`src/rtl/htc_pkg.sv`:
```
`timescale 1ns / 1ps
`default_nettype none
// ----------------------------------------------------------------------------
// htc_pkg
// Shared types, constants and width helpers for the transform chain block.
// ----------------------------------------------------------------------------
package htc_pkg;

  // fixed element width of the data fields
  localparam int DATA_WIDTH = 32;
  localparam int NUM_COLS   = 4;
  localparam int NUM_ELEMS  = 16;
  // truncated products are clamped to +-2^TERM_LIMIT_LOG2
  localparam int TERM_LIMIT_LOG2 = 60;

  typedef logic signed [DATA_WIDTH-1:0] data_t;

  // one input row of a transform
  typedef struct packed {
    logic signed [DATA_WIDTH-1:0] elem_c0;
    logic signed [DATA_WIDTH-1:0] elem_c1;
    logic signed [DATA_WIDTH-1:0] elem_c2;
    logic signed [DATA_WIDTH-1:0] elem_c3;
    logic                         final_transform;
  } in_item_t;

  // one row of the composed result
  typedef struct packed {
    logic signed [DATA_WIDTH-1:0] out_c0;
    logic signed [DATA_WIDTH-1:0] out_c1;
    logic signed [DATA_WIDTH-1:0] out_c2;
    logic signed [DATA_WIDTH-1:0] out_c3;
    logic [1:0]                   row_number;
    logic                         last_row;
    logic                         saturated;
  } out_item_t;

  // sideband that travels with a row through the pipeline
  typedef struct packed {
    logic       valid;
    logic [1:0] row_idx;
    logic       have_acc;
    logic       final_tr;
  } stage_ctl_t;

  typedef enum logic {
    EMIT_IDLE,
    EMIT_BUSY
  } emit_state_e;

  // width of one truncated and clamped product term
  function automatic int term_width(int frac_bits);
    int shw;
    shw = 2 * DATA_WIDTH - frac_bits;
    return (shw < TERM_LIMIT_LOG2 + 2) ? shw : TERM_LIMIT_LOG2 + 2;
  endfunction

endpackage
`default_nettype wire

```
`src/rtl/htc_accum.sv`:
```
`timescale 1ns / 1ps
`default_nettype none
// ----------------------------------------------------------------------------
// htc_accum
// Partial sums, saturation into the accumulator matrix and the sticky
// saturation flag; copies the first transform of a chain.
// ----------------------------------------------------------------------------
module htc_accum #(
  parameter int FRAC_BITS = 16
) (
  input  wire logic                clk_i,
  input  wire logic                rst_ni,
  input  wire htc_pkg::stage_ctl_t s2_ctl_i,
  input  wire htc_pkg::data_t      s2_row_i [htc_pkg::NUM_COLS],
  input  wire logic signed [htc_pkg::term_width(FRAC_BITS)-1:0]
                                   s2_terms_i [htc_pkg::NUM_ELEMS],
  input  wire logic                emit_busy_i,
  output logic                     take_o,
  output htc_pkg::data_t           acc_o [htc_pkg::NUM_ELEMS],
  output logic                     burst_start_o,
  output logic                     burst_sat_o
);

  localparam int TW = htc_pkg::term_width(FRAC_BITS);
  localparam int SW = TW + 2;
  localparam int EW = ((SW > htc_pkg::DATA_WIDTH) ? SW : htc_pkg::DATA_WIDTH) + 1;
  localparam logic signed [EW-1:0] DataMax = EW'({1'b0, {(htc_pkg::DATA_WIDTH-1){1'b1}}});
  localparam logic signed [EW-1:0] DataMin = -DataMax - EW'(1);

  logic signed [SW-1:0]   psum_q [htc_pkg::NUM_ELEMS];
  logic signed [SW-1:0]   sum_d  [htc_pkg::NUM_ELEMS];
  htc_pkg::data_t         sat_val [htc_pkg::NUM_ELEMS];
  logic [htc_pkg::NUM_ELEMS-1:0] sat_hit;
  htc_pkg::data_t         acc_q [htc_pkg::NUM_ELEMS];
  logic                   sat_seen_q;
  logic                   is_last;
  logic                   sat_now;

  assign take_o        = s2_ctl_i.valid & ~emit_busy_i;
  assign is_last       = s2_ctl_i.row_idx == 2'd3;
  assign sat_now       = s2_ctl_i.have_acc & is_last & (|sat_hit);
  assign burst_start_o = take_o & is_last & s2_ctl_i.final_tr;
  assign burst_sat_o   = sat_seen_q | sat_now;

  // add the new term and saturate the finished sum
  for (genvar e = 0; e < htc_pkg::NUM_ELEMS; e++) begin : g_elem
    logic signed [EW-1:0] wide;
    always_comb begin
      sum_d[e] = psum_q[e] + SW'(s2_terms_i[e]);
      wide     = EW'(sum_d[e]);
      if (wide > DataMax) begin
        sat_val[e] = htc_pkg::DATA_WIDTH'(DataMax);
        sat_hit[e] = 1'b1;
      end else if (wide < DataMin) begin
        sat_val[e] = htc_pkg::DATA_WIDTH'(DataMin);
        sat_hit[e] = 1'b1;
      end else begin
        sat_val[e] = htc_pkg::DATA_WIDTH'(wide);
        sat_hit[e] = 1'b0;
      end
    end
  end

  // partial sums and sticky flag
  always_ff @(posedge clk_i or negedge rst_ni) begin
    if (!rst_ni) begin
      for (int e = 0; e < htc_pkg::NUM_ELEMS; e++) begin
        psum_q[e] <= '0;
      end
      sat_seen_q <= 1'b0;
    end else if (take_o) begin
      if (s2_ctl_i.have_acc) begin
        for (int e = 0; e < htc_pkg::NUM_ELEMS; e++) begin
          psum_q[e] <= is_last ? '0 : sum_d[e];
        end
      end
      if (is_last && s2_ctl_i.final_tr) begin
        sat_seen_q <= 1'b0;
      end else if (sat_now) begin
        sat_seen_q <= 1'b1;
      end
    end
  end

  // accumulator matrix: copy of the first transform or the saturated product
  always_ff @(posedge clk_i) begin
    if (take_o) begin
      for (int e = 0; e < htc_pkg::NUM_ELEMS; e++) begin
        if (s2_ctl_i.have_acc) begin
          if (is_last) begin
            acc_q[e] <= sat_val[e];
          end
        end else if (2'(e / htc_pkg::NUM_COLS) == s2_ctl_i.row_idx) begin
          acc_q[e] <= s2_row_i[e % htc_pkg::NUM_COLS];
        end
      end
    end
  end

  assign acc_o = acc_q;

endmodule
`default_nettype wire

```
`config.mk`:
```
export PLATFORM = sky130hd
export DESIGN_NAME = htc_accum
export DESIGN_NICKNAME = d
export VERILOG_FILES = /design/src/rtl/htc_pkg.sv /design/src/rtl/htc_accum.sv
export SDC_FILE = /design/constraint.sdc
export NUM_CORES = 2
export LEC_CHECK = 0
export CAP_MARGIN = 0
export CORE_AREA = 4 4 548 550
export CTS_CLUSTER_SIZE = 8
export DETAILED_ROUTE_END_ITERATION = 6
export DIE_AREA = 0 0 552 554
export DONT_BUFFER_PORTS = 1
export PLACE_DENSITY = 0.53
export SLEW_MARGIN = 20
export SYNTH_ARGS = -nofsm -noshare
export SYNTH_HDL_FRONTEND = slang
export SYNTH_SLANG_ARGS = --single-unit
```
`constraint.sdc`:
```
create_clock -name clk_i -period 4.6 [get_ports clk_i]
set_input_delay 0.23 -clock clk_i [delete_from_list [all_inputs] [get_ports clk_i]]
set_output_delay 0.23 -clock clk_i [all_outputs]
set_load 0.02 [all_outputs]
```
==> results_dict.tcl <==
set metrics [dict create \
    fin_skew_ns 0.0724 \
    placed_area_sq_um 118000 \
    wire_per_inst_microns 29.7 \
    synth.avg_cell_area_sq_um 8.69 \
    multi_input_area_sq_um 64200 \
    worst_setup_path_end_kind "output port" \
    grt-ovfl-total 0 \
    worst_pin_slew_ns 1.48 \
    root_buffer "clkbuf_16" \
    nets 15817 \
    arrival_ns 5.60 \
    critPathMostFrequentCell "buf_12" \
    synth-edff-count 512 \
    initial_utilization_pct 32.8 \
    syn_to_final_growth_pct 44.9 \
    synth_cells 11174 \
    worstSetupStartpointType "register" \
    min_path_cells 5 \
    finalWorstSetupSlack_ns -1.23 \
    critPathTopFamily "compound AO/OA/AOI/OAI gates" \
    timing.fmax_mhz 171 \
    antenna_found_initial 273 \
    dieArea_sq_um 306000 \
    synth-seq-area-share_pct 36.5 \
    crit_fanout 3 \
    whs_endpoint "acc_o[131]" \
    syn-num-nets 12878 \
    reg2reg_depth 21 \
    clk_latency_ns 0.90 \
    setup_viol 101 \
    port_buffers 0 \
    worstSetupPathType "register to output port" \
    cp_slowest_cell "or4_4" \
    ys_warn_count 0 \
    status "finished, violations left" \
    cts_buffer_depth 4 \
    die_w_microns 552 \
    gp_congestion 1.04 \
    worstHoldStart "s2_terms_i[194]" \
    crit_required_ns 4.37 \
    violations "max-capacitance violations, negative setup slack" \
    grt_pass1_wl_microns 760000 \
    finalHoldViolCount 0 \
    ys_seq_elements 1313 \
    routed_via_density 5.80 \
    drt-initial-drc-count 10962 \
    rr_endpoint "sat_seen_q" \
    num_io_pins 1419 \
    track_usage_pct 33.7 \
    clk_pin_slew_ns 0.05 \
    wl_microns 546000 \
    layout_common_cells "buf_4 (2283), nand2_1 (1459), a21oi_1 (1177)" \
    hp-class "input port to register" \
    async_flop_share_pct 61.0 \
    rsz0062_at_grt "yes" \
    slew_headroom_pct 1.24 \
    drive_gt1_share_pct 25.6 \
    dp_hpwl_microns 425000 \
    core_sq_um 296000 \
    grt_pass1_vias 103805 \
    final_common_cell "buf_4" \
    final_cell_area_sq_um 141000 \
    min_period_ns 5.83 \
    cts_buffers 198 \
    power_density_nw_per_um2 857 \
    crit_buf_inv 4 \
    rows 200 \
    maxSlewViolCount 0 \
    syn-cell-area_sq_um 97100 \
    crit_path_max_incr_delay_ns 0.56 \
    p_leak_nw 60.8 \
    preCtsSetupSlack_ns -1.20 \
    synth_top_flop_cell "dfrtp_1" \
    cts_tree "done" \
    crit_chain "ha_2 > fa_2 > a211oi_4 > o211ai_1 > nand3_2 > a21oi_4 > o31ai_2 > buf_4 > nand2_4 > a221oi_4 > xor2_1 > or4_4 > o31ai_4 > buf_12 > and4b_2 > buf_12 > nand4_1 > nor4_4 > a31oi_2 > buf_12" \
    htree_levels 4 \
    drv_cap 1 \
    reg2reg_from "psum_q[700]" \
    r2r_setup_slack_ns -0.28 \
    grt_max_degree 176 \
    via_count 106466 \
    finalCritPeriodShare_pct 127 \
    drc 0 \
    antenna_left 0 \
    seq_area_sq_um 35400 \
    clock_sinks 1313 \
    dr.pass1.iters 6 \
    nFillCells 28295 \
    peakVddDrop_uv 378 \
    synth_cell_type_count 112 \
    die_h_microns 554 \
]
## worst min-delay path, stage by stage
cell	delay (ns)
ha_4	0.12
o21bai_1	0.12
xor2_1	0.09
nand2_1	0.08
a21oi_1	0.06
## cells in the mapped netlist (111+ instances only)
cell	number	share of area, %
clkbuf_1	529	2.0
dfrtp_1	801	21
xnor2_1	451	4.1
a21oi_1	1475	7.6
ha_1	784	10
nor2_1	774	3.0
xor2_1	289	2.6
o21ai_0	807	4.2
a22o_1	631	5.7
o21bai_1	111	0.86
nand2_1	1518	5.9
o21a_1	117	0.90
a21o_1	264	2.0
nand4_1	282	1.8
nand3_1	196	1.0
nor3_1	167	0.86
edfxtp_1	512	16
inv_1	171	0.66
## metrics by stage
step	utilization, %	hold WS (ns)	total power (W)	cells	TNS, ns
2_1_floorplan	-	-0.0656	0.0564	11174	0
3_3_place_gp	39.9	-0.0654	0.0900	16837	-97.54
3_5_place_dp	40.0	-0.0654	0.0899	16838	-94.45
4_1_cts	45.7	0.000426	0.113	18074	-18.63
5_1_grt	47.5	0.0201	0.128	18290	-35.95
6_report	47.5	0.0185	0.121	18371	-11.82
## cell type report
class | count | area share (%)
timing repair buffer | 3305 | 20.6
antenna | 162 | 0.288
tap | 3939 | 3.50
clock inverter | 26 | 0.251
inverter | 171 | 0.458
sequential | 1313 | 25.2
clock buffer | 331 | 4.02
multi-input combinational | 9124 | 45.7
## worst max path at each step
stage                      startpoint          end  slack, ns  cells past startpoint
after floorplan           psum_q[407]  burst_sat_o       0.04                     15
after global placement    psum_q[700]  burst_sat_o      -1.28                     19
after detailed placement  psum_q[700]  burst_sat_o      -1.20                     19
after CTS                 psum_q[600]  burst_sat_o      -1.43                     20
after global routing      psum_q[450]  burst_sat_o      -1.42                     20
final                     psum_q[700]  burst_sat_o      -1.23                     20
## metal layers
layer | track usage (%) | vias up | part of all wire, % | wire (microns)
met3 | 11.6 | 1286 | 10 | 56200
li1 | - | 47836 | - | -
met1 | 41.4 | 52357 | 40 | 216000
met4 | 15.7 | 150 | 5.7 | 31000
met5 | 0 | - | 0.18 | 959
met2 | 53.0 | 4837 | 44 | 242000
## timing repair
item	4_1_cts	5_1_grt
pin swaps	121	304
gates cloned	13	21
buffers inserted	53	139
hold endpoints to repair	1300	7
resized for setup	426	805
setup endpoints to repair	445	542
hold buffers	821	2
## logic make-up (layout without fill, tap and decap cells)
group,after synthesis,after routing,synth area share [%]
AO/OA/AOI/OAI,4084,4084,26.8
XOR/XNOR,741,741,6.69
adder cells (fa/ha/maj),800,800,10.4
buffers and inverters,737,3833,2.95
flip-flops,1313,1313,36.5
multiplexers,20,20,0.211
other,0,162,0
AND/OR/NAND/NOR,3479,3479,16.4
## power by group
part	total, W	switching, W	internal [W]
combinational	0.0867	0.0464	0.0403
clock	0.0146	0.00613	0.00851
sequential	0.0193	0.00276	0.0165
## registers in the layout, indices dropped and copies added, names as in the netlist
name and count:
acc_o 512, psum_q 800, sat_seen_q 1
(Power assumes the default switching activity.)
