`src/rtl/htc_pkg.sv`:
```
`timescale 1ns / 1ps
`default_nettype none
// ----------------------------------------------------------------------------
// htc_pkg
// Shared types, constants and width helpers for the transform chain block.
// ----------------------------------------------------------------------------
package htc_pkg;

  // fixed element width of the data fields
  localparam int DATA_WIDTH = 32;
  localparam int NUM_COLS   = 4;
  localparam int NUM_ELEMS  = 16;
  // truncated products are clamped to +-2^TERM_LIMIT_LOG2
  localparam int TERM_LIMIT_LOG2 = 60;

  typedef logic signed [DATA_WIDTH-1:0] data_t;

  // one input row of a transform
  typedef struct packed {
    logic signed [DATA_WIDTH-1:0] elem_c0;
    logic signed [DATA_WIDTH-1:0] elem_c1;
    logic signed [DATA_WIDTH-1:0] elem_c2;
    logic signed [DATA_WIDTH-1:0] elem_c3;
    logic                         final_transform;
  } in_item_t;

  // one row of the composed result
  typedef struct packed {
    logic signed [DATA_WIDTH-1:0] out_c0;
    logic signed [DATA_WIDTH-1:0] out_c1;
    logic signed [DATA_WIDTH-1:0] out_c2;
    logic signed [DATA_WIDTH-1:0] out_c3;
    logic [1:0]                   row_number;
    logic                         last_row;
    logic                         saturated;
  } out_item_t;

  // sideband that travels with a row through the pipeline
  typedef struct packed {
    logic       valid;
    logic [1:0] row_idx;
    logic       have_acc;
    logic       final_tr;
  } stage_ctl_t;

  typedef enum logic {
    EMIT_IDLE,
    EMIT_BUSY
  } emit_state_e;

  // width of one truncated and clamped product term
  function automatic int term_width(int frac_bits);
    int shw;
    shw = 2 * DATA_WIDTH - frac_bits;
    return (shw < TERM_LIMIT_LOG2 + 2) ? shw : TERM_LIMIT_LOG2 + 2;
  endfunction

endpackage
`default_nettype wire

```
`src/rtl/htc_emit.sv`:
```
`timescale 1ns / 1ps
`default_nettype none
// ----------------------------------------------------------------------------
// htc_emit
// Result burst sequencer: moves the four accumulator rows into the output
// register one per transaction.
// ----------------------------------------------------------------------------
module htc_emit (
  input  wire logic               clk_i,
  input  wire logic               rst_ni,
  input  wire logic               burst_start_i,
  input  wire logic               burst_sat_i,
  input  wire htc_pkg::data_t     acc_i [htc_pkg::NUM_ELEMS],
  output logic                    emit_busy_o,
  output logic                    out_valid_o,
  input  wire logic               out_stall_i,
  output htc_pkg::out_item_t      out_item_o
);

  htc_pkg::emit_state_e state_q, state_d;
  logic [1:0]           row_q, row_d;
  logic                 sat_q;
  logic                 out_valid_q, out_valid_d;
  htc_pkg::out_item_t   out_q;
  logic                 load;

  // next state and output register load
  always_comb begin
    state_d     = state_q;
    row_d       = row_q;
    load        = 1'b0;
    unique case (state_q)
      htc_pkg::EMIT_IDLE: begin
        if (burst_start_i) begin
          state_d = htc_pkg::EMIT_BUSY;
          row_d   = 2'd0;
        end
      end
      htc_pkg::EMIT_BUSY: begin
        load = ~out_valid_q | ~out_stall_i;
        if (load) begin
          row_d = row_q + 2'd1;
          if (row_q == 2'd3) begin
            state_d = htc_pkg::EMIT_IDLE;
          end
        end
      end
      default: state_d = htc_pkg::EMIT_IDLE;
    endcase
    out_valid_d = load | (out_valid_q & out_stall_i);
  end

  // control state
  always_ff @(posedge clk_i or negedge rst_ni) begin
    if (!rst_ni) begin
      state_q     <= htc_pkg::EMIT_IDLE;
      row_q       <= '0;
      out_valid_q <= 1'b0;
    end else begin
      state_q     <= state_d;
      row_q       <= row_d;
      out_valid_q <= out_valid_d;
    end
  end

  // burst flag capture and output payload
  always_ff @(posedge clk_i) begin
    if (burst_start_i) begin
      sat_q <= burst_sat_i;
    end
    if (load) begin
      out_q.out_c0     <= acc_i[{row_q, 2'd0}];
      out_q.out_c1     <= acc_i[{row_q, 2'd1}];
      out_q.out_c2     <= acc_i[{row_q, 2'd2}];
      out_q.out_c3     <= acc_i[{row_q, 2'd3}];
      out_q.row_number <= row_q;
      out_q.last_row   <= row_q == 2'd3;
      out_q.saturated  <= sat_q;
    end
  end

  assign emit_busy_o = state_q == htc_pkg::EMIT_BUSY;
  assign out_valid_o = out_valid_q;
  assign out_item_o  = out_q;

endmodule
`default_nettype wire

```
`config.mk`:
```
export PLATFORM = sky130hd
export DESIGN_NAME = htc_emit
export DESIGN_NICKNAME = d
export VERILOG_FILES = /design/src/rtl/htc_pkg.sv /design/src/rtl/htc_emit.sv
export SDC_FILE = /design/constraint.sdc
export NUM_CORES = 1
export LEC_CHECK = 0
export BUFFER_PORTS_ARGS = -buffer_cell sky130_fd_sc_hd__buf_2
export CAP_MARGIN = 30
export CELL_PAD_IN_SITES_DETAIL_PLACEMENT = 0
export CELL_PAD_IN_SITES_GLOBAL_PLACEMENT = 1
export CORE_AREA = 2 2 250 252
export DETAILED_ROUTE_END_ITERATION = 12
export DIE_AREA = 0 0 252 254
export PLACE_DENSITY_LB_ADDON = 0.15
export SLEW_MARGIN = 40
export SYNTH_ARGS = -nofsm -noshare
export SYNTH_HDL_FRONTEND = slang
export SYNTH_SLANG_ARGS = --single-unit
```
`constraint.sdc`:
```
create_clock -name clk_i -period 12.6 [get_ports clk_i]
set_input_delay 1.26 -clock clk_i [delete_from_list [all_inputs] [get_ports clk_i]]
set_output_delay 1.26 -clock clk_i [all_outputs]
set_load 0.05 [all_outputs]
```
==> results, run 1 <==
- In this run the horizontal extent of the chip is 252 µm.
- The worst setup path is of the input pin to flop kind.
- The first routing iteration left between 200 and 250 violations.
- The met1 usage is a little under an eighth.
- The synthesis-to-finish area growth is 65.6%.
- For the pin with the worst max-slew slack, the measured transition is ~0.67 ns.
- Data arrives at the worst endpoint at 2.63 ns.
- The final global-route overflow total is 0.
- After clock tree synthesis, the flow added hold-fix buffers numbering 0.
- Cell internal power was estimated by the tool at 0.00169 W.
- The number of gates resized after CTS was 0.
- The met2 track utilization from global routing is 20.9%.
- For the final routed database, the setup TNS stands at 0 ns.
- The number of nets in the layout is between 1,000 and 1,500.
- The total setup buffers inserted after CTS is 0.
- Between clock sinks in the finished design, the worst skew comes to around 0.015 ns.
- After synthesis, the netlist uses 19 different library cells.
- The clock latency reported for the late side of the worst-skew pair is about 0.47 ns.
- Net switching is between 40% and 50% of the power.
- Including well taps, the total number of placed cells is 1,723.
- The routed layout has between 6,000 and 7,000 vias.
- The initial antenna violation count was 14.
- The area of combinational cells with multiple inputs is about 3000 µm².
- The worst voltage drop across the vdd grid is 0.000103 V.
- The region available for standard cell placement spans around 60,000 µm².
- Ranked by total cell area, the synthesized netlist is headed by edfxtp_1, mux4_2, buf_6.
- The post-detailed-routing wire length is between 30,000 and 40,000 µm.
- Counting flops and latches in the post-synthesis netlist gives about 140.
- In this run the remaining antenna-violating nets after routing total 0.
- The post-route netlist has 84.9% of its cells at a drive strength greater than 1.
- The number of instances in the synthesized netlist is about 300.
- The initial utilization of the core area, before any placement, comes to 11.9%.
- The number of top-level design ports is 651.
- After clock tree synthesis, the clock-pin slew on the worst setup and hold paths is 0.06 ns.
- The TritonCTS sink count is 137.
- The y dimension of the die is ~250 µm.
- The floorplan die area is about 64,000 µm².
- Counting the buffers created by CTS gives 17.
- The maximum fanout along the worst path is 58.
- The max-cap check violation count is 0.
- The length of the first detailed-routing pass in iterations is 4.
- The wire-length estimate of the detail-placed layout is ~30,000 µm.
- Setup repair after global routing left no endpoint under its margin.
- The number of non-filler instances in the completed layout is about 1,800.
- STA classifies the critical path endpoint as a flop.
- The cell chosen for the clock root is clkbuf_16.
- After detailed routing, the average wire length per cell comes to approximately 21 µm.
- The H-tree depth reported by CTS is 4.
- The filler cells instantiated in the layout total about 6,700.
- The sequential element share of the synthesized area is between 50% and 60%.
- Counting every net in the synthesized netlist gives approximately 820.
- The startpoint type of the worst setup path is an input pin.
- The post-synthesis area per instance is 23.9 µm².
- In this run the register-to-register setup slack is slightly above 10 ns.
- The global-route met3 utilization is 4.10%.
- Input and output buffers added on the ports amount to 650.
- In this run the power density over the cells is approximately 270 nW/µm².
- Registers take roughly 4100 µm².
- Combinational cells account for between 50% and 60% of the total power.
- The flow ran to the end, and the final reports show no timing, DRC or antenna violations.
- The max-slew violation count is 0.
- In this run the power spent charging and discharging nets is between 0.0015 and 0.002 W.
- At the worst endpoint, the required time is between 10 and 15 ns.
- The via count of the first global-routing pass is between 6,000 and 7,000.
- Counting along the longest clock path gives a buffer depth of 2.
- The mean number of vias per cell is 3.58.
- The min-delay analysis places its worst path in the category flop to flop.
- The share of power burned in registers is around 29%.
- Of the total power, the clock network draws about 16%.
- The share of the clock period used by the worst path is about a fifth.
- Entering global routing, the biggest net connects 59 pins.
- TritonCTS built the clock tree.
- The wire length of the first global-routing pass is 50,000 µm.
- In the routed design, unresolved DRC markers number 0.
- In this run the tightest slew margin relative to its limit is between 50% and 60%.
- For this design the static power due to leakage is between 5 and 6 nW.
- The final weighted congestion of routability-driven global placement is roughly 0.77.
- The total global-route track usage is 11.3%.
- The largest total area in the synthesized netlist belongs to edfxtp_1.
- The fmax is just under 400 MHz.
- Row generation in the floorplan step produced 91 rows.
- In this run the cell area of the synthesized design comes to just over 7000 µm².
- The final count of hold timing violations is 0.
- The global routing stage identified its most utilized layer as met2.
- Of the post-synthesis cell area, the dominant cell type holds between 50% and 60%.
- The clock period minus worst slack is about 2.5 ns.
- Setup violations remaining at the end of the flow were counted as 0.
- The number of warnings printed during yosys synthesis is 0.
-- power groups by stage --
stage | clock network [W] | logic [W] | registers, W
finish | 0.000498 | 0.00179 | 0.000913
global placement | 0 | 0.00178 | 0.000952
floorplan | 0 | 0.000659 | 0.00167
detailed placement | 0 | 0.00180 | 0.000950
global route | 0.000545 | 0.00189 | 0.000941
CTS | 0.000532 | 0.00181 | 0.000942
-- cell families after synthesis --
| logic type | after synthesis | synth area share, % |
|---|---|---|
| simple gates | 3 | 0.258 |
| buf+inv | 29 | 2.98 |
| flops | 137 | 56.3 |
| compound gates | 6 | 0.602 |
| mux | 128 | 39.7 |
| fa+ha+maj | 1 | 0.172 |
-- stage by stage --
step                instance area [µm²]  total power, W  worst slack (ns)  hold slack (ns)  utilization, %
finish                            12000         0.00320             10.07            0.417            19.6
global route                      12000         0.00337              9.97            0.431            19.6
CTS                               12000         0.00328              9.73            0.418            19.6
detailed placement                11400         0.00275              9.35            0.409            18.7
global placement                  11400         0.00273              9.12            0.406            18.5
floorplan                          7270         0.00233             0.448            0.400               -
-- synthesized netlist by cell type --
| cell | number |
|---|---|
| buf_1 | 3 |
| o22a_1 | 1 |
| a21oi_1 | 1 |
| and4_1 | 1 |
| clkbuf_2 | 1 |
| buf_6 | 11 |
| nor2_1 | 1 |
| edfxtp_1 | 133 |
| dfrtp_1 | 4 |
| a221o_1 | 1 |
| o21ai_0 | 1 |
| and3_1 | 1 |
| clkbuf_1 | 1 |
| buf_4 | 3 |
| a21boi_0 | 1 |
| buf_2 | 10 |
| ha_1 | 1 |
| mux4_2 | 128 |
| a21o_1 | 1 |
-- layer usage --
metal,part of all wire [%],up-vias
met2,55,341
met5,0.14,-
li1,-,2742
met3,8.5,29
met1,35,3189
met4,1.3,8
-- path summary, 6_finish.rpt --
kind                              from         endpoint  cells past startpoint
setup / recovery           out_stall_i  out_item_o[105]                      4
hold / removal                   sat_q    out_item_o[0]                      0
setup reg to reg              row_q[0]   out_item_o[74]                      4
hold reg to reg                  sat_q    out_item_o[0]                      0
max in group asynchronous       rst_ni         row_q[0]                      1
min in group asynchronous       rst_ni         row_q[1]                      1
-- cell type report --
cell class / count / area share [%]
antenna: 5 / 0.104
clock buffer: 18 / 3.57
clock inverter: 14 / 1.04
multi-input combinational: 138 / 24.7
sequential: 137 / 34.1
tap: 790 / 8.21
timing repair buffer: 659 / 28.3
-- layout by cell type (no fill, tap or decap), types with 3 or more instances in the layout --
master and instances:
clkbuf_16 17, buf_2 650, mux4_2 128, diode_2 5, buf_6 4, edfxtp_1 133
clkinvlp_4 5, clkinv_4 3
-- critical path, cell delays in order --
cell,delay [ns]
buf_2,0.13
a21boi_4,0.41
buf_8,0.23
buf_6,0.46
-- state kept, by name, indices dropped and copies added (netlist names) --
signal / cells
emit_busy_o: 1
out_item_o: 132
out_valid_o: 1
row_q: 2
sat_q: 1
No activity file was read; power rests on OpenSTA's default activity.
==> run 2: changes to the inputs <==
- clock period: 12.6 -> 2.6 ns (I/O delays scaled with it)
==> run 2 against run 1 <==
Effect of this change: via count down 2.1%; sequential power rose to 4.9 times the previous value; design area up 1.2%; total power rose to 4.9 times the previous value; combinational power rose to 4.9 times the previous value; die area unchanged; sequential cell count unchanged; utilization up 0.24 points; register-to-register slack worse by 9.5 ns; final cell count up 0.62%; critical path type is now flop to flop; critical endpoint is now out_item_o[48].
==> results, run 2 (synthesis results as in run 1) <==
- The share of layout cells above drive strength 1 came to 85.1% (+0.20 points).
- TritonCTS built the clock tree.
- The initial antenna violation count came to 5 (-9).
- The critical path is of the flop to flop type.
- The cell chosen for the clock root is clkbuf_16.
- The routed wire length on met2 is 19,300 µm (-4.9%).
- The final count of negative-setup-slack endpoints was 0 (unchanged).
- The initial detailed-routing violation count came to 243 (+7.0%).
- The total setup buffers inserted after CTS is 0 (unchanged).
- The number of top-level design ports is 651 (unchanged).
- The normalized max-slew margin is 51.9% (-3.7 points).
- The mean number of vias per cell is 3.49 (-2.7%).
- The largest net degree at the start of global routing is 72 (+22%).
- From synthesis to final layout, the design area changed by 67.6%.
- The number of nets in the layout came to 1,484 (+0.88%).
- The max-cap check violation count is 0 (unchanged).
- The number of non-filler instances in the completed layout is 1,772 (+0.62%).
- The total half-perimeter wirelength after legalization and detailed placement came to 28,500 µm (-6.0%).
- The final weighted congestion of routability-driven global placement is 0.747 (-2.6%).
- The post-detailed-routing wire length came to 34,600 µm (-5.8%).
- The clock latency reported for the late side of the worst-skew pair is 0.47 ns (about the same).
- The number of placement rows was 91 (unchanged).
- The flip-flop count of the largest register, all copies and words added was 132 (unchanged).
- The y dimension of the die is 254 µm (unchanged).
- The average wire length per cell after detail routing came to 19.5 µm (-6.4%).
- In this run the worst hold path is classified as input pin to flop.
- The share of the clock period used by the worst path is a little under three quarters.
- The TritonCTS sink count is 137 (unchanged).
- The length of the first detailed-routing pass in iterations is 4 (unchanged).
- The clock tree skew after final layout is 0.00862 ns (-0.00605 ns).
- The via count of the first global-routing pass is 6,875 (+1.1%).
- The via count of the routed design was 6,178 (-2.1%).
- The final count of hold timing violations is 0 (unchanged).
- The starting density of the core was 11.9% (unchanged).
- The cell leakage power is 5.16 nW (+1.9%).
- The final standard cell utilization of the core is 19.9% (+0.24 points).
- The endpoint type of the worst setup path is a flop.
- Leaving out fill and tap cells, the most frequent cells in the layout are buf_2, edfxtp_1, mux4_2.
- The remaining routing DRC violations is 0 (unchanged).
- The met3 wire length is 2840 µm (-8.7%).
- The H-tree depth reported by CTS was 4 (unchanged).
- The number of gates resized after CTS was 0 (unchanged).
- The slew at the pin closest to its max-slew limit was 0.722 ns (+0.0554 ns).
- Traced cell by cell, the critical path runs through buf_12 -> mux4_2.
- The final global-route overflow total was 0 (unchanged).
- Among all stages on the critical path, the largest delay is contributed by dfrtp_4.
- The number of cells in the design after placement is 1,734 (+0.64%).
- The worst stage delay on the critical path was 0.89 ns (+0.43 ns).
- The wire length of the first global-routing pass is 47,100 µm (-5.7%).
- The maximum clock path buffer count came to 2 (unchanged).
- The count of buffers from port buffering is 650 (unchanged).
- The number of CTS-inserted buffers is 17 (unchanged).
- The max-slew violation count is 0 (unchanged).
- The data required time of the worst path is 2.81 ns (-9.89 ns).
- The highest routing layer actually used is met4.
- The worst voltage drop across the vdd grid is 0.000562 V (+450%).
- STA classifies the critical path startpoint as a flop.
- The width of the die was 252 µm (unchanged).
- The floorplan die area is 64,000 µm² (unchanged).
- The clock period minus worst slack is roughly 1.9 ns.
- The total global-route track usage is 10.5% (-0.76 points).
- The run finished with clean final reports.
- Setup repair after global routing left no endpoint under its margin.
- The count of nets left with antenna violations after detail routing was 0 (unchanged).
- The signal arrival time at the worst endpoint is 2.07 ns (-0.56 ns).
- The number of fillers in the final layout is 6,730 (-0.27%).
- The power density of the placed cells is 1290 nW/µm² (+390%).
- The clock transition at the registers of the reported paths is 0.07 ns (about the same).
- The placeable core area came to 61,300 µm² (unchanged).
- The routed metal-1 wirelength was 11,800 µm (-7.7%).
- The library cell used most frequently in the layout, excluding fill and tap cells, is buf_2.
- The fmax is approximately 540 MHz.
- The maximum fanout along the worst path is 41 (-29%).
## run 2: changes by cell type in the layout (fill, tap and decap cells not counted), moves of 2 or more
cell           delta
diode_2           -2
buf_6             -4
buf_12            +6
buf_4            +11
dfrtp_1           -2
buf_16            -2
inv_6             +4
clkinvlp_4        -4
dlygate4sd3_1     +3
dfrtp_2           +2
## run 2: metal layers
metal / global-route usage [%] / vias up
li1: - / 2767
met1: 10.5 / 3055
met2: 19.7 / 326
met3: 3.79 / 30
met4: 3.99 / 0
met5: 0 / -
## run 2: stage by stage
step | hold slack (ns) | TNS [ns] | setup WS [ns] | power, W | cell area, µm²
2_1_floorplan | -0.0356 | -93.07 | -0.717 | 0.0110 | 7280
3_3_place_gp | 0.0813 | 0 | 0.666 | 0.0134 | 11600
3_5_place_dp | 0.0801 | 0 | 0.683 | 0.0134 | 11600
4_1_cts | 0.0173 | 0 | 0.679 | 0.0161 | 12200
5_1_grt | 0.0554 | 0 | 0.634 | 0.0166 | 12200
6_report | 0.0799 | 0 | 0.733 | 0.0157 | 12200
## run 2: final timing paths
| kind | cells after the start | slack, ns | startpoint | endpoint |
|---|---|---|---|---|
| max | 2 | 0.73 | row_q[1] | out_item_o[48] |
| min | 2 | 0.08 | out_stall_i | out_valid_o |
| max reg2reg | 2 | 0.73 | row_q[1] | out_item_o[48] |
| min reg2reg | 0 | 0.42 | sat_q | out_item_o[0] |
| max in group asynchronous | 2 | 2.29 | rst_ni | row_q[0] |
| min in group asynchronous | 2 | 0.16 | rst_ni | row_q[1] |
## run 2: final cells by class
cell class	count	area [µm²]	share of cell area [%]
diodes	3	7.51	0.0616
clock buffers	17	425	3.49
clock inverters	15	163	1.34
multi-input cells	138	2970	24.4
flip-flops and latches	137	4100	33.7
well taps	790	988	8.11
repair buffers	672	3530	28.9
## run 2: power by group
group | internal, W | leakage (nW) | switching (W)
combinational | 0.00301 | 3.53 | 0.00569
clock | 0.00143 | 0.289 | 0.00116
sequential | 0.00397 | 1.33 | 0.000482
total | 0.00840 | 5.16 | 0.00733
## run 2: repair_timing
action / CTS / global route
endpoints found under the setup margin: 0 / 0
hold buffers: 3 / 0
endpoints found under the hold margin: 6 / 0
## run 2: critical path, delay by kind of cell (launching register included)
family   cells  cell delay (ns)
buf+inv      1             0.30
mux          1             0.33
flops        1             0.89
==> run 3: changes to the inputs <==
- ABC_AREA: not set -> 1
- CORE_AREA: 2 2 250 252 -> 2 2 254 256
- DIE_AREA: 0 0 252 254 -> 0 0 256 258
- clock period: 2.6 -> 1.6 ns (I/O delays scaled with it)
==> run 3 against run 2 <==
Effect of this change: combinational power up 120%; clock power up 58%; routed wire length up 48%; clock skew up 0.0042 ns; critical path type unchanged; critical endpoint is now out_item_o[92]; largest power group unchanged.
==> results, run 3 <==
- Setup repair after global routing left no endpoint under its margin.
- The number of CTS-inserted buffers is 17 (unchanged).
- The routed metal-1 wirelength is 21,100 µm (+80%).
- The placeable core area was 63,600 µm² (+3.9%).
- The largest net degree at the start of global routing came to 56 (-22%).
- The synthesis-to-finish area growth is 53.4%.
- The post-detailed-routing wire length is 51,300 µm (+48%).
- The remaining routing DRC violations is 0 (unchanged).
- The post-synthesis area per instance is 6.31 µm² (-74%).
- The total power draw was 0.0308 W (+96%).
- In the layout the commonest cells are buf_2, nand2_1, inv_1.
- The number of flops mapped to enable cells by yosys came to 133 (unchanged).
- The highest routing layer actually used is met5.
- The normalized max-slew margin came to 57.8% (+5.9 points).
- The flip-flop cell with the highest count after synthesis is edfxtp_1.
- The total setup buffers inserted after CTS is 0 (unchanged).
- The maximum clock path buffer count is 2 (unchanged).
- The slew at the pin closest to its max-slew limit was 0.634 ns (-0.0884 ns).
- The flip-flop count of the largest register, all copies and words added was 132 (unchanged).
- The mean number of vias per cell is 3.77 (+8.2%).
- The total half-perimeter wirelength after legalization and detailed placement is 40,000 µm (+41%).
- The number of top-level design ports came to 651 (unchanged).
- The cell area after synthesis is 10,400 µm² (+43%).
- The number of nets in the layout is 2,854 (+92%).
- The wire length of the first global-routing pass is 75,300 µm (+60%).
- After synthesis, the cell types taking the most area are edfxtp_1, nand2_1, inv_1.
- The worst voltage drop across the vdd grid is 0.000880 V (+57%).
- The maximum fanout along the worst path is 45 (+9.8%).
- The number of hold buffers added after CTS is 65 (+62).
- The endpoint type of the worst setup path is a flop.
- The total global-route track usage was 15.3% (+4.8 points).
- The number of placement rows is 93 (+2.2%).
- STA classifies the critical path startpoint as a flop.
- The number of instances in the synthesized netlist is 1,647 (+440%).
- The post-synthesis register bit count is 137 (unchanged).
- The width of the die is 256 µm (+1.6%).
- The floorplan die area was 66,000 µm² (+3.2%).
- The async set-or-reset flop fraction in the synthesized netlist is 2.92% (unchanged).
- The root buffer cell chosen for the clock tree is clkbuf_16.
- The fmax is 686 MHz (+28%).
- The clock tree skew after final layout is 0.0128 ns (+0.00420 ns).
- The H-tree depth reported by CTS is 4 (unchanged).
- The TritonCTS sink count was 137 (unchanged).
- The max-slew violation count is 0 (unchanged).
- Sorting the synthesized cells by how often they occur yields nand2_1, inv_1, nand3_1.
- The signal arrival time at the worst endpoint was 1.81 ns (-0.26 ns).
- The clock period minus worst slack was 1.46 ns (-0.409 ns).
- The count of nets left with antenna violations after detail routing is 0 (unchanged).
- The initial detailed-routing violation count is 443 (+82%).
- The number of gates resized after CTS was 0 (unchanged).
- The number of distinct library cells after synthesis is 14 (-5).
- The most area-hungry cell type in the Yosys netlist is edfxtp_1.
- The clock latency reported for the late side of the worst-skew pair is 0.49 ns (+0.02 ns).
- The cell leakage power came to 9.69 nW (+88%).
- The share of the clock period used by the worst path is 91.1% (+19 points).
- The library cell used most frequently in the layout, excluding fill and tap cells, is buf_2.
- In this run the worst hold path is classified as input pin to flop.
- The number of warnings printed during yosys synthesis is 0 (unchanged).
- The count of buffers from port buffering is 650 (unchanged).
- The total nets after synthesis was 2,165 (+160%).
- The final weighted congestion of routability-driven global placement is 0.838 (+12%).
- By startpoint and endpoint, the worst setup path is classified as flop to flop.
- The clock transition at the registers of the reported paths is 0.07 ns (about the same).
- The TritonCTS clock tree is yes.
- The flow ran to the end, and the final reports show no timing, DRC or antenna violations.
- The final count of negative-setup-slack endpoints is 0 (unchanged).
- The share of layout cells above drive strength 1 is 30.9% (-54 points).
- The y dimension of the die was 258 µm (+1.6%).
- The via count of the first global-routing pass is 12,200 (+78%).
- The max-cap check violation count came to 0 (unchanged).
- The met3 wire length is 2980 µm (+5.0%).
- The data required time of the worst path came to 1.95 ns (-0.86 ns).
- The power density of the placed cells came to 1930 nW/µm² (+50%).
- The starting density of the core was 16.3% (+4.5 points).
- The length of the first detailed-routing pass in iterations is 5 (+1).
- The sequential element share of the synthesized area was 39.4% (-17 points).
- The final standard cell utilization of the core is 25.0% (+5.1 points).
- The routed wire length on met2 is 26,000 µm (+34%).
- The final count of hold timing violations is 0 (unchanged).
- The via count of the routed design is 12,100 (+96%).
- Yosys instantiated no cell more often than nand2_1.
- The area fraction of the dominant cell type after synthesis is 38.5% (-16 points).
- The average wire length per cell after detail routing was 16.0 µm (-18%).
- The final global-route overflow total is 0 (unchanged).
- The initial antenna violation count is 14 (+9).
==> run 3: worst max-delay path, cell delays in order, from the launching register on <==
cell,delay [ns]
dfrtp_4,0.47
buf_4,0.51
nand3_1,0.21
nand2_1,0.10
==> run 3: final cells by class <==
type,count,area (µm²)
tap,855,1070
clock inverter,7,68.8
multi-input combinational,909,3750
timing repair buffer,755,4480
clock buffer,25,495
inverter,516,1950
antenna,6,15.0
fill,7408,47700
sequential,137,4100
==> run 3: routing by layer <==
metal	track usage (%)	vias up
met5	0	-
li1	-	6146
met4	5.99	16
met2	26.9	362
met1	17.6	5521
met3	4.04	67
==> run 3: worst paths after layout <==
| kind | startpoint | end | slack [ns] | cells past startpoint |
|---|---|---|---|---|
| worst min register to register | sat_q | out_item_o[0] | 0.42 | 0 |
| min in group asynchronous | rst_ni | out_valid_o | 0.61 | 3 |
| worst max register to register | row_q[1] | out_item_o[92] | 0.14 | 3 |
| worst max-delay path | row_q[1] | out_item_o[92] | 0.14 | 3 |
| max in group asynchronous | rst_ni | row_q[1] | 0.77 | 3 |
| worst min-delay path | acc_i[296] | out_item_o[44] | 0.05 | 5 |
==> run 3: kinds of logic after synthesis <==
group	Yosys count	synth area share, %
flip-flops	137	39.4
AO/OA/AOI/OAI	1	0.0603
buffers and inverters	601	24.5
AND/OR/NAND/NOR	907	35.9
adder cells (fa/ha/maj)	1	0.120
==> run 3: through the flow <==
step	TNS, ns	worst slack [ns]	cell area [µm²]	hold WS [ns]	cells
after floorplan	-195.03	-1.48	10400	-0.136	1647
after global placement	0	0.133	14700	-0.0171	3107
after detailed placement	0	0.0964	14700	-0.0135	3107
after CTS	0	0.0934	15900	0.000511	3204
after global routing	0	0.0381	15900	0.0290	3209
final	0	0.143	15900	0.0470	3210
==> run 3: report_power, final <==
group / switching [W] / internal, W / leakage, nW
Sequential: 0.000597 / 0.00675 / 1.34
Combinational: 0.0142 / 0.00510 / 8.08
Clock: 0.00178 / 0.00229 / 0.273
